`src/hw/rtl/ptns_pkg.sv`:
```
`default_nettype none

package ptns_pkg;

   // Field widths of the request, response and configuration channels
   localparam int unsigned COORD_W    = 12;
   localparam int unsigned RADIUS_W   = 13;
   localparam int unsigned INDEX_W    = 6;
   localparam int unsigned DIST_W     = 25;
   localparam int unsigned RADIUS2_W  = 2 * RADIUS_W;
   localparam int unsigned CSR_ADDR_W = 2;
   localparam int unsigned CSR_DATA_W = 13;

   // Configuration register indexes
   localparam logic [CSR_ADDR_W-1:0] CSR_ROOT_X = 2'd0;
   localparam logic [CSR_ADDR_W-1:0] CSR_ROOT_Y = 2'd1;
   localparam logic [CSR_ADDR_W-1:0] CSR_RADIUS = 2'd2;

   typedef enum logic [1:0] {
      MODE_INSERT  = 2'd0,
      MODE_NEAREST = 2'd1,
      MODE_RADIUS  = 2'd2,
      MODE_CLEAR   = 2'd3
   } mode_type;

   typedef enum logic [1:0] {
      ST_IDLE,
      ST_SCAN,
      ST_FINISH
   } state_type;

   // Tag that travels with one table entry down the distance pipe
   typedef struct packed {
      logic               vld;
      logic               last;
      logic [INDEX_W-1:0] idx;
   } tag_type;

endpackage

`default_nettype wire

```
`src/hw/rtl/ptns_dist_pipe.sv`:
```
`default_nettype none

// Two-stage squared distance: absolute differences, then squares; the sum
// of the squares is formed at the output.
module ptns_dist_pipe #(
   parameter int unsigned CW = 12
) (
   input  wire                                 clock,
   input  wire                                 reset,
   input  wire                                 adv,
   input  wire ptns_pkg::tag_type              in_tag,
   input  wire [CW-1:0]                        entry_x,
   input  wire [CW-1:0]                        entry_y,
   input  wire [CW-1:0]                        query_x,
   input  wire [CW-1:0]                        query_y,
   output ptns_pkg::tag_type                   out_tag,
   output logic [ptns_pkg::DIST_W-1:0]         out_dist
);

   localparam int unsigned SQ_W = 2 * CW;

   ptns_pkg::tag_type a_tag_ff;
   ptns_pkg::tag_type b_tag_ff;
   logic [CW-1:0]     dx_ff;
   logic [CW-1:0]     dy_ff;
   logic [CW-1:0]     dx_in;
   logic [CW-1:0]     dy_in;
   logic [SQ_W-1:0]   sqx_ff;
   logic [SQ_W-1:0]   sqy_ff;

   always_comb begin
      dx_in = (entry_x > query_x) ? (entry_x - query_x) : (query_x - entry_x);
      dy_in = (entry_y > query_y) ? (entry_y - query_y) : (query_y - entry_y);
   end

   always_ff @(posedge clock) begin
      if (reset) begin
         a_tag_ff.vld <= 1'b0;
         b_tag_ff.vld <= 1'b0;
      end else if (adv) begin
         a_tag_ff <= in_tag;
         dx_ff    <= dx_in;
         dy_ff    <= dy_in;
         b_tag_ff <= a_tag_ff;
         sqx_ff   <= SQ_W'(dx_ff) * SQ_W'(dx_ff);
         sqy_ff   <= SQ_W'(dy_ff) * SQ_W'(dy_ff);
      end
   end

   assign out_tag  = b_tag_ff;
   assign out_dist = ptns_pkg::DIST_W'(sqx_ff) + ptns_pkg::DIST_W'(sqy_ff);

endmodule

`default_nettype wire

```
`src/hw/rtl/point_table_nearest_search.sv`:
```
// Insert and clear: the request moves control to the finish state, which loads
// the response register when not stalled; no new request is taken until idle.
// Nearest and radius queries: one table entry read per cycle from the point
// memory, over all N stored points; responses stall it.
// Reset: control clears, table holds only the root at (0,0), registers read zero.
// The point memory is not cleared; no clearing pass is needed after reset.
`default_nettype none

module point_table_nearest_search #(
   parameter int unsigned MAX_POINTS = 64,
   parameter int unsigned COORD_BITS = 12
) (
   input  wire                                   clock,
   input  wire                                   reset,
   // request channel
   input  wire                                   req_valid,
   output logic                                  req_stall,
   input  wire [1:0]                             req_mode,
   input  wire [ptns_pkg::COORD_W-1:0]           req_point_x,
   input  wire [ptns_pkg::COORD_W-1:0]           req_point_y,
   // response channel
   output logic                                  rsp_valid,
   input  wire                                   rsp_stall,
   output logic [ptns_pkg::INDEX_W-1:0]          rsp_node_index,
   output logic [ptns_pkg::DIST_W-1:0]           rsp_sq_distance,
   output logic                                  rsp_found,
   output logic                                  rsp_status,
   output logic                                  rsp_last,
   // configuration write port
   input  wire                                   csr_wr_en,
   input  wire [ptns_pkg::CSR_ADDR_W-1:0]        csr_addr,
   input  wire [ptns_pkg::CSR_DATA_W-1:0]        csr_wdata
);

   // Effective coordinate width: fields are 12 bits, masked further below that
   localparam int unsigned CW   = (COORD_BITS < ptns_pkg::COORD_W) ?
                                  COORD_BITS : ptns_pkg::COORD_W;
   localparam int unsigned IW   = $clog2(MAX_POINTS);
   localparam int unsigned CNTW = $clog2(MAX_POINTS + 1);

   // ---------------------------------------------------------------------
   // Configuration registers
   // ---------------------------------------------------------------------
   logic [CW-1:0]                      root_x_cfg_ff;
   logic [CW-1:0]                      root_y_cfg_ff;
   logic [ptns_pkg::RADIUS2_W-1:0]     radius2_ff;

   // Square the radius once at write time so the scan only compares
   always_ff @(posedge clock) begin
      if (reset) begin
         root_x_cfg_ff <= '0;
         root_y_cfg_ff <= '0;
         radius2_ff    <= '0;
      end else if (csr_wr_en) begin
         unique case (csr_addr)
            ptns_pkg::CSR_ROOT_X: root_x_cfg_ff <= csr_wdata[CW-1:0];
            ptns_pkg::CSR_ROOT_Y: root_y_cfg_ff <= csr_wdata[CW-1:0];
            ptns_pkg::CSR_RADIUS: radius2_ff    <= ptns_pkg::RADIUS2_W'(csr_wdata) *
                                                   ptns_pkg::RADIUS2_W'(csr_wdata);
            default: ;
         endcase
      end
   end

   // ---------------------------------------------------------------------
   // Request capture and control state
   // ---------------------------------------------------------------------
   ptns_pkg::state_type state_ff;
   ptns_pkg::state_type state_in;
   ptns_pkg::mode_type  mode_ff;
   ptns_pkg::mode_type  req_mode_t;
   logic [CW-1:0]       query_x_ff;
   logic [CW-1:0]       query_y_ff;
   logic [CNTW-1:0]     count_ff;
   logic [CW-1:0]       root_x_ff;   // entry 0 lives in flops, reset to (0,0)
   logic [CW-1:0]       root_y_ff;
   logic                req_accept;
   logic                table_full;
   logic [IW-1:0]       last_idx;

   // Final-response fields for insert and clear
   logic [ptns_pkg::INDEX_W-1:0] fin_idx_ff;
   logic                         fin_found_ff;
   logic                         fin_status_ff;

   assign req_mode_t = ptns_pkg::mode_type'(req_mode);
   assign req_stall  = (state_ff != ptns_pkg::ST_IDLE);
   assign req_accept = req_valid && !req_stall;
   assign table_full = (count_ff >= CNTW'(MAX_POINTS));
   assign last_idx   = IW'(count_ff - CNTW'(1));

   // Pipeline advance: freeze the scan pipeline while a response waits on a stall
   logic adv;
   assign adv = !rsp_valid || !rsp_stall;

   always_ff @(posedge clock) begin
      if (reset) begin
         count_ff  <= CNTW'(1);
         root_x_ff <= '0;
         root_y_ff <= '0;
      end else if (req_accept) begin
         unique case (req_mode_t)
            ptns_pkg::MODE_INSERT: begin
               if (!table_full) begin
                  count_ff <= count_ff + CNTW'(1);
               end
            end
            ptns_pkg::MODE_CLEAR: begin
               count_ff  <= CNTW'(1);
               root_x_ff <= root_x_cfg_ff;
               root_y_ff <= root_y_cfg_ff;
            end
            default: ;
         endcase
      end
   end

   // Hold the request payload and the result of insert or clear
   always_ff @(posedge clock) begin
      if (req_accept) begin
         mode_ff       <= req_mode_t;
         query_x_ff    <= req_point_x[CW-1:0];
         query_y_ff    <= req_point_y[CW-1:0];
         fin_idx_ff    <= '0;
         fin_found_ff  <= 1'b0;
         fin_status_ff <= 1'b0;
         if (req_mode_t == ptns_pkg::MODE_INSERT) begin
            if (table_full) begin
               fin_status_ff <= 1'b1;
            end else begin
               fin_idx_ff   <= ptns_pkg::INDEX_W'(count_ff);
               fin_found_ff <= 1'b1;
            end
         end
      end
   end

   // ---------------------------------------------------------------------
   // Point memory: one write port (insert), one registered read port (scan).
   // Entry 0 is never written; the root flops stand in for it.
   // ---------------------------------------------------------------------
   logic [2*CW-1:0] point_mem [MAX_POINTS];
   logic [2*CW-1:0] mem_rd_ff;
   logic [IW-1:0]   scan_idx_ff;
   logic            issue_done_ff;
   logic            issuing;

   always_ff @(posedge clock) begin
      if (req_accept && (req_mode_t == ptns_pkg::MODE_INSERT) && !table_full) begin
         point_mem[count_ff[IW-1:0]] <= {req_point_y[CW-1:0], req_point_x[CW-1:0]};
      end
   end

   always_ff @(posedge clock) begin
      if (adv) begin
         mem_rd_ff <= point_mem[scan_idx_ff];
      end
   end

   assign issuing = (state_ff == ptns_pkg::ST_SCAN) && !issue_done_ff;

   // Walk the table one entry per cycle while the pipeline advances
   always_ff @(posedge clock) begin
      if (reset) begin
         scan_idx_ff   <= '0;
         issue_done_ff <= 1'b0;
      end else if (req_accept) begin
         scan_idx_ff   <= '0;
         issue_done_ff <= 1'b0;
      end else if (adv && issuing) begin
         if (scan_idx_ff == last_idx) begin
            issue_done_ff <= 1'b1;
         end else begin
            scan_idx_ff <= scan_idx_ff + IW'(1);
         end
      end
   end

   // Tag that lines up with the registered read data
   ptns_pkg::tag_type rd_tag_ff;

   always_ff @(posedge clock) begin
      if (reset) begin
         rd_tag_ff.vld <= 1'b0;
      end else if (adv) begin
         rd_tag_ff.vld  <= issuing;
         rd_tag_ff.idx  <= ptns_pkg::INDEX_W'(scan_idx_ff);
         rd_tag_ff.last <= (scan_idx_ff == last_idx);
      end
   end

   // Select the root flops for entry 0
   logic [CW-1:0] entry_x;
   logic [CW-1:0] entry_y;

   always_comb begin
      if (rd_tag_ff.idx == '0) begin
         entry_x = root_x_ff;
         entry_y = root_y_ff;
      end else begin
         entry_x = mem_rd_ff[CW-1:0];
         entry_y = mem_rd_ff[2*CW-1:CW];
      end
   end

   ptns_pkg::tag_type            dist_tag;
   logic [ptns_pkg::DIST_W-1:0]  scan_dist;

   ptns_dist_pipe #(
      .CW (CW)
   ) u_dist_pipe (
      .clock    (clock),
      .reset    (reset),
      .adv      (adv),
      .in_tag   (rd_tag_ff),
      .entry_x  (entry_x),
      .entry_y  (entry_y),
      .query_x  (query_x_ff),
      .query_y  (query_y_ff),
      .out_tag  (dist_tag),
      .out_dist (scan_dist)
   );

   // ---------------------------------------------------------------------
   // Reduction: running minimum for nearest, one-deep hold for radius so
   // the final qualifying entry can carry the last flag.
   // ---------------------------------------------------------------------
   logic                         dist_take;
   logic                         in_radius;
   logic [ptns_pkg::INDEX_W-1:0] best_idx_ff;
   logic [ptns_pkg::DIST_W-1:0]  best_dist_ff;
   logic                         pend_vld_ff;
   logic [ptns_pkg::INDEX_W-1:0] pend_idx_ff;
   logic [ptns_pkg::DIST_W-1:0]  pend_dist_ff;

   assign dist_take = (state_ff == ptns_pkg::ST_SCAN) && adv && dist_tag.vld;
   assign in_radius = ({1'b0, scan_dist} < radius2_ff);

   always_ff @(posedge clock) begin
      if (dist_take && (mode_ff == ptns_pkg::MODE_NEAREST)) begin
         // Strict compare keeps the lowest index on a tie
         if ((dist_tag.idx == '0) || (scan_dist < best_dist_ff)) begin
            best_idx_ff  <= dist_tag.idx;
            best_dist_ff <= scan_dist;
         end
      end
   end

   always_ff @(posedge clock) begin
      if (reset) begin
         pend_vld_ff <= 1'b0;
      end else if (req_accept) begin
         pend_vld_ff <= 1'b0;
      end else if (dist_take && (mode_ff == ptns_pkg::MODE_RADIUS) && in_radius) begin
         pend_vld_ff <= 1'b1;
      end
   end

   always_ff @(posedge clock) begin
      if (dist_take && (mode_ff == ptns_pkg::MODE_RADIUS) && in_radius) begin
         pend_idx_ff  <= dist_tag.idx;
         pend_dist_ff <= scan_dist;
      end
   end

   // ---------------------------------------------------------------------
   // Next state
   // ---------------------------------------------------------------------
   always_comb begin
      state_in = state_ff;
      unique case (state_ff)
         ptns_pkg::ST_IDLE: begin
            if (req_accept) begin
               if ((req_mode_t == ptns_pkg::MODE_NEAREST) ||
                   (req_mode_t == ptns_pkg::MODE_RADIUS)) begin
                  state_in = ptns_pkg::ST_SCAN;
               end else begin
                  state_in = ptns_pkg::ST_FINISH;
               end
            end
         end
         ptns_pkg::ST_SCAN: begin
            if (dist_take && dist_tag.last) begin
               state_in = ptns_pkg::ST_FINISH;
            end
         end
         ptns_pkg::ST_FINISH: begin
            if (adv) begin
               state_in = ptns_pkg::ST_IDLE;
            end
         end
         default: state_in = ptns_pkg::ST_IDLE;
      endcase
   end

   always_ff @(posedge clock) begin
      if (reset) begin
         state_ff <= ptns_pkg::ST_IDLE;
      end else begin
         state_ff <= state_in;
      end
   end

   // ---------------------------------------------------------------------
   // Response register
   // ---------------------------------------------------------------------
   logic                         rsp_load;
   logic                         rsp_valid_ff;
   logic                         rsp_valid_in;
   logic [ptns_pkg::INDEX_W-1:0] rsp_idx_in;
   logic [ptns_pkg::DIST_W-1:0]  rsp_dist_in;
   logic                         rsp_found_in;
   logic                         rsp_status_in;
   logic                         rsp_last_in;
   logic [ptns_pkg::INDEX_W-1:0] rsp_idx_ff;
   logic [ptns_pkg::DIST_W-1:0]  rsp_dist_ff;
   logic                         rsp_found_ff;
   logic                         rsp_status_ff;
   logic                         rsp_last_ff;

   always_comb begin
      rsp_load      = 1'b0;
      rsp_idx_in    = '0;
      rsp_dist_in   = '0;
      rsp_found_in  = 1'b0;
      rsp_status_in = 1'b0;
      rsp_last_in   = 1'b1;
      unique case (state_ff)
         ptns_pkg::ST_SCAN: begin
            // A new hit releases the held one, which is then not the last
            if (dist_take && (mode_ff == ptns_pkg::MODE_RADIUS) && in_radius &&
                pend_vld_ff) begin
               rsp_load     = 1'b1;
               rsp_idx_in   = pend_idx_ff;
               rsp_dist_in  = pend_dist_ff;
               rsp_found_in = 1'b1;
               rsp_last_in  = 1'b0;
            end
         end
         ptns_pkg::ST_FINISH: begin
            rsp_load = adv;
            unique case (mode_ff)
               ptns_pkg::MODE_NEAREST: begin
                  rsp_idx_in   = best_idx_ff;
                  rsp_dist_in  = best_dist_ff;
                  rsp_found_in = 1'b1;
               end
               ptns_pkg::MODE_RADIUS: begin
                  // Nothing in range: report not found
                  if (pend_vld_ff) begin
                     rsp_idx_in   = pend_idx_ff;
                     rsp_dist_in  = pend_dist_ff;
                     rsp_found_in = 1'b1;
                  end
               end
               default: begin
                  rsp_idx_in    = fin_idx_ff;
                  rsp_found_in  = fin_found_ff;
                  rsp_status_in = fin_status_ff;
               end
            endcase
         end
         default: ;
      endcase
   end

   assign rsp_valid_in = rsp_load || (rsp_valid_ff && rsp_stall);

   always_ff @(posedge clock) begin
      if (reset) begin
         rsp_valid_ff <= 1'b0;
      end else begin
         rsp_valid_ff <= rsp_valid_in;
      end
   end

   always_ff @(posedge clock) begin
      if (rsp_load) begin
         rsp_idx_ff    <= rsp_idx_in;
         rsp_dist_ff   <= rsp_dist_in;
         rsp_found_ff  <= rsp_found_in;
         rsp_status_ff <= rsp_status_in;
         rsp_last_ff   <= rsp_last_in;
      end
   end

   assign rsp_valid       = rsp_valid_ff;
   assign rsp_node_index  = rsp_idx_ff;
   assign rsp_sq_distance = rsp_dist_ff;
   assign rsp_found       = rsp_found_ff;
   assign rsp_status      = rsp_status_ff;
   assign rsp_last        = rsp_last_ff;

endmodule

`default_nettype wire
```
`config.mk`:
```
export PLATFORM = sky130hd
export DESIGN_NAME = point_table_nearest_search
export DESIGN_NICKNAME = d
export VERILOG_FILES = /design/src/hw/rtl/ptns_pkg.sv /design/src/hw/rtl/ptns_dist_pipe.sv /design/src/hw/rtl/point_table_nearest_search.sv
export SDC_FILE = /design/constraint.sdc
export NUM_CORES = 2
export LEC_CHECK = 0
export BUFFER_PORTS_ARGS = -buffer_cell sky130_fd_sc_hd__buf_2
export CELL_PAD_IN_SITES_DETAIL_PLACEMENT = 1
export CELL_PAD_IN_SITES_GLOBAL_PLACEMENT = 1
export CORE_MARGIN = 5
export CORE_UTILIZATION = 55
export DETAILED_ROUTE_END_ITERATION = 12
export HOLD_SLACK_MARGIN = 0.06
export PLACE_DENSITY_LB_ADDON = 0.3
export SLEW_MARGIN = 15
export SYNTH_ARGS = -nofsm -noshare
export SYNTH_HDL_FRONTEND = slang
export SYNTH_SLANG_ARGS = --single-unit
```
`constraint.sdc`:
```
create_clock -name clock -period 7.89 [get_ports clock]
set_input_delay 1.578 -clock clock [delete_from_list [all_inputs] [get_ports clock]]
set_output_delay 1.578 -clock clock [all_outputs]
set_load 0.01 [all_outputs]
```
# Word-level counts from Yosys, hierarchy flattened
# Memory sizes are Yosys's and may differ from the RTL's. A register that Yosys moved wholly into a read port is not among the register bits.
# Cells that the tools add are included.
dict set report classes {
  n_addsub 8
  n_mul 3
  n_lt_le_gt_ge 5
  n_eq_ne 14
  mux 29
  bitwise_logic 4
  reduce_logical 42
}
# op n
set ops {}
lappend ops {{$pmux 25 s2} 2}
lappend ops {{$mux 25} 2}
lappend ops {{$mul 12x12->24} 2}
lappend ops {{$mux 12} 4}
lappend ops {{$sub 12x12->12} 4}
lappend ops {{$lt 25x26->1} 1}
lappend ops {{$mul 13x13->26} 1}
lappend ops {{$add 24x24->25} 1}
lappend ops {{$lt 25x25->1} 1}
lappend ops {{$gt 12x12->1} 2}
lappend ops {{$pmux 6 s2} 2}
lappend ops {{$reduce_and 2->1} 8}
lappend ops {{$pmux 7 s2} 1}
lappend ops {{$logic_and 1x1->1} 13}
lappend ops {{$logic_not 6->1} 2}
lappend ops {{$mux 6} 2}
lappend ops {{$eq 2x2->1 const B} 5}
lappend ops {{$eq 2x1->1 const B} 4}
lappend ops {{$mux 2} 4}
lappend ops {{$add 7x1->7 const B} 1}
lappend ops {{$ge 7x7->1 const B} 1}
lappend ops {{$mux 1} 7}
lappend ops {{$mux 7} 1}
lappend ops {{$add 6x1->6 const B} 1}
lappend ops {{other kinds (14)} 33}
dict set report totals {
  regBits 318
  ram_bits 1536
  in_bits 46
  output_inout_bits 36
  elab_cells 145
  mem_count 1
}
# name words word_bits rd rd_clocked_by_memory_dff write_ports line_no
set memory_table {}
lappend memory_table {point_mem 64 24 1 1 1 point_table_nearest_search.sv:142} ;# logic [2*CW-1:0] point_mem [MAX_POINTS];

# Depth between registers and ports, before layout
dict set report depth {
  ltp_word 10
  depth_mapped 23
  ltp_nobuf 22
}

# Modules after synthesis
# From an unflattened synthesis, not the netlist that was laid out.
dict set report unflattened {
  hier_cells 5386
  hier_area_um2 87848.0
}
# module n_inst cells_per_inst area_each_um2 seq_area_each_um2
set modules_own_cells {}
lappend modules_own_cells {point_table_nearest_search 1 3954 74337.5 52800.6}
lappend modules_own_cells {ptns_dist_pipe 1 1432 13510.5 2562.5}

# Worst setup path after synthesis
# No wires, ideal clock.
dict set report synth_path {
  kind {in2reg}
  start {in reset}
  end {reg rd_tag_ff[0] (netlist bit), enable pin}
  setup_time_ps 542
  arrival_time_ps 6000
  required_time_ps 7348
  path_slack_ps 1349
  path_stages 4
  path_cell_list {clkbuf_1 > clkbuf_1 > buf_1 > nor2_1}
}
dict set report synth_between {
  elab_chain_cells 2
}
# element line_no
set synth_lines {}
lappend synth_lines {{from (decl)} point_table_nearest_search.sv:14} ;# input wire reset,
lappend synth_lines {{$not 1->1 (no line)} --}
lappend synth_lines {{$reduce_and 2->1 (no line)} --}
lappend synth_lines {{to (decl)} point_table_nearest_search.sv:180} ;# ptns_pkg::tag_type rd_tag_ff;
# Every way passes these cells.
# A chain may end at the register's enable or synchronous reset.

# Final worst setup path
dict set report layout_path {
  start {in csr_wdata[9] (netlist bit)}
  end {reg radius2_ff[25] (netlist bit)}
}
dict set report layout_between {
  elab_chain_cells 1
}
# element line_no
set layout_lines {}
lappend layout_lines {{from (decl)} point_table_nearest_search.sv:32} ;# input wire [ptns_pkg::CSR_DATA_W-1:0] csr_wdata
lappend layout_lines {{$mul 13x13->26} point_table_nearest_search.sv:58} ;# ptns_pkg::CSR_RADIUS: radius2_ff <= ptns_pkg::RADIUS2_W'(csr_wdata) *
lappend layout_lines {{to (signal assigned)} point_table_nearest_search.sv:58}
lappend layout_lines {{to (decl)} point_table_nearest_search.sv:46} ;# logic [ptns_pkg::RADIUS2_W-1:0] radius2_ff;
# Every way passes these cells.

==> impl_results.md <==
* CP arrival at approximately 6.9 ns
* Required time of the critical path at 8.51 ns
* VDD IR max at between 0.8 and 0.9 mV
* Fin Hold WS at between 0.4 and 0.5 ns
* Slew HR at between 20% and 30%
* Critical path startpoint category: primary input
* Leak at between 0.03 and 0.04 uW
* Remaining DRCs at 0
* Avg Cell Area, Syn at approximately 17 sq um
* Warnings, synthesis at 0
* DRT Pass-1 Iters at 5
* Post-Route WL at 230 mm
* Routability cong. at 0.809
* Max clock buf depth at 3
* Run status: finished, final reports clean
* Worst-path clk slew at ~0.06 ns
* Die W at 408 um
* Vias in the first global route at ~50000
* CTS root buffer: clkbuf_16
* First-pass GRT wire length at ~340 mm
* Number of CTS-inserted buffers at between 150 and 200
* Final max-slew violation count at 0
* FMAX at ~160 MHz
* R2r setup slk at between 1.5 and 2 ns
* Cells along the critical path: buf_2 > inv_1 > nor2_1 > inv_1 > fa_1 > inv_1 > fa_1 > inv_1 > fa_1 > inv_1 > fa_1 > inv_1 > fa_1 > inv_1 > ha_1 > a21oi_1 > o21ai_1 > a41o_1 > a21oi_1 > o31ai_1 > a211oi_1 > xnor2_1 > a21oi_1
* Hold path cells at 0
* CP peak stage delay at 0.54 ns
* Syn nets at 5749
* CP max-delay cell: fa_1
* Post-synth EDFFs at between 1500 and 2000
* DRT antenna net count at 0
* Total of max-cap violations at 0
* Final #Nets at ~6000
* Clk sinks at approximately 1900
* Post-CTS Setup Bufs at 0
* Layout area overhead at 10.6%
* CTS resizes at 0
* Tmin final at 6.28 ns
* Least-Margin Pin Slew at 1.15 ns
* DR vias/cell at around 6.3
* Placed Area at 90300 sq um
* Final Skew at about 0.056 ns
* Power density over the cells at 391 nW/um^2
* CP dominant cell by count: inv_1
* Worst r2r path cells at 16
* Largest net degree at the start of global routing at 137
* Die area at about 170000 sq um
* Port Buffers at 81
* DP HPWL at approximately 140 mm
* Row count at between 100 and 150
* Setup violators final at 0
* Hold crit path type: register to register
* TNS Setup at 0 ns
* Worst Path Max Fanout at 11
* Iter 0 DRT Violations at roughly 4800
* Period utilization at between 70 and 80%
* Io pins at 82
* WHS Endpoint: u_dist_pipe.out_tag[5]
* HP Start: u_dist_pipe.a_tag_ff[5]
* Design area at ~96000 sq um
* CP startpoint: csr_wdata[9]
* Count of cell types in the netlist at 76
* Worst flop-to-flop path endpoint: rsp_sq_distance[21]
* RSZ-0062 raised after global routing: no
* Async SR Flop Fraction at 0%
* Syn Inst Count at 5136
* Main synth FF type: edfxtp_1
* Crit. End Element: register
* Final hold violation count at 0
* Initial cell density of the core at a little under three fifths
* Seq/Total Area, Yosys at a little under two thirds
* Clk_lat worst skew at 0.82 ns
* Via Count at 47200
* Initial antenna violation count at 11
* CP Class: primary input to register
* Number of H-tree levels at 4
* Core area at around 160000 sq um
* CTS tree: built
* Hold_buf cts at 0
* Global-route usage over all layers at between 20% and 30%
* Overflow after GRT at 0
* Share of layout cells above drive strength 1 at roughly 19%
* Synthesized flop and latch total at approximately 1900
* Drt wl/cell at between 30 and 40 um
* Critical R2R Launch: u_dist_pipe.sqy_ff[3]
* Die height at slightly above 400 um
* Synthesized cell area at a little under 90000 sq um
synthesized netlist by cell type (all sizes together) (21+ instances only):
master | number | area share [%]
nand3 | 21 | 0.12
edfxtp | 1781 | 61
mux4 | 504 | 13
dfxtp | 94 | 2.2
xor2 | 46 | 0.46
clkbuf | 140 | 0.60
xnor2 | 74 | 0.74
ha | 312 | 4.5
and2 | 123 | 0.88
nor2b | 38 | 0.27
mux2i | 58 | 0.67
buf | 79 | 0.46
nand2 | 263 | 1.1
nor3 | 25 | 0.14
a21o | 51 | 0.44
fa | 255 | 5.9
nor2 | 191 | 0.82
a22o | 26 | 0.26
o21ai | 58 | 0.34
inv | 577 | 2.5
a21oi | 165 | 0.95
where the power goes:
group          switching [uW]  internal, uW  total, uW
sequential                237         12000      12200
combinational            9770          6960      16700
clock                    3860          4810       8670
total                   13900         23800      37600
worst max path at each step:
stage,to,slack [ns]
after floorplan,rd_tag_ff[0],1.35
after global placement,radius2_ff[25],1.01
after CTS,rsp_sq_distance[18],1.39
after global routing,radius2_ff[25],1.36
final,radius2_ff[25],1.61
after detailed placement,radius2_ff[25],0.83
cell families (layout without fill, tap and decap cells):
family | Yosys count | in the layout | share of synthesized area, %
flip-flops | 1875 | 1875 | 63.6
buffers and inverters | 796 | 1111 | 3.56
AND/OR/NAND/NOR | 761 | 761 | 4.16
multiplexers | 570 | 570 | 13.8
adder cells (fa/ha/maj) | 567 | 567 | 10.3
AO/OA/AOI/OAI | 447 | 447 | 3.33
XOR/XNOR | 120 | 120 | 1.21
other | 0 | 12 | 0
cells in the final DEF, fill, tap and decap left out, types with 23 or more instances in the layout:
cell,n
and2_1,122
buf_2,75
edfxtp_1,1781
buf_4,112
clkbuf_1,43
ha_1,312
fa_1,255
mux4_2,504
nand2_1,263
clkinv_1,44
o21ai_0,34
clkinv_2,33
nor2_1,128
xor2_1,46
nor2b_1,38
inv_1,576
nor3_1,24
dfxtp_1,89
a21o_1,51
o21ai_1,23
a21oi_1,165
a22o_1,26
mux2i_1,58
clkbuf_16,187
nor2_2,62
xnor2_1,74
metal layers:
layer | global-route usage [%] | up-vias | share of wire [%]
met2 | 48.4 | 2205 | 51
met3 | 4.98 | 497 | 7.6
met4 | 10.8 | 6 | 4.6
met1 | 35.4 | 24900 | 37
li1 | - | 19700 | -
met5 | 0 | - | 0.016
critical path, delay by kind of cell:
| kind | cells | cell delay (ns) |
|---|---|---|
| adders and majority gates | 6 | 2.84 |
| xor gates and xnor gates | 1 | 0.16 |
| AOI/OAI and AO/OA | 7 | 1.36 |
| buffers and inverters | 8 | 0.75 |
| and+or+nand+nor | 1 | 0.21 |
state kept, by name, indices dropped and copies added, names as in the netlist, 12 cells and up:
signal / cells
pend_dist_ff: 25
u_dist_pipe.sqy_ff: 23
root_y_ff: 12
best_dist_ff: 25
radius2_ff: 25
u_dist_pipe.dx_ff: 12
root_x_ff: 12
root_y_cfg_ff: 12
root_x_cfg_ff: 12
rsp_sq_distance: 25
point_mem: 1536
query_x_ff: 12
mem_rd_ff: 24
u_dist_pipe.sqx_ff: 23
u_dist_pipe.dy_ff: 12
query_y_ff: 12
final cells by class:
class                   instances  area, sq um
repair buffers                195         1380
clock inverters               109         1080
fillers                     13900        61600
clock buffers                 230         4840
multi-input cells            2465        28800
diodes                         12         30.0
well taps                    2072         2590
flip-flops and latches       1875        55400
inverters                     577         2170
stage by stage:
| stage | util, % | power, uW | setup WS [ns] | std cells |
|---|---|---|---|---|
| floorplan | - | 25000 | 1.35 | 5136 |
| detailed placement | 57.2 | 29200 | 0.832 | 7183 |
| finish | 61.0 | 37600 | 1.61 | 7535 |
| global placement | 57.2 | 28600 | 1.01 | 7183 |
| CTS | 61.0 | 38000 | 1.39 | 7522 |
| global route | 61.0 | 40800 | 1.36 | 7523 |
No activity file was read; power rests on OpenSTA's default activity.
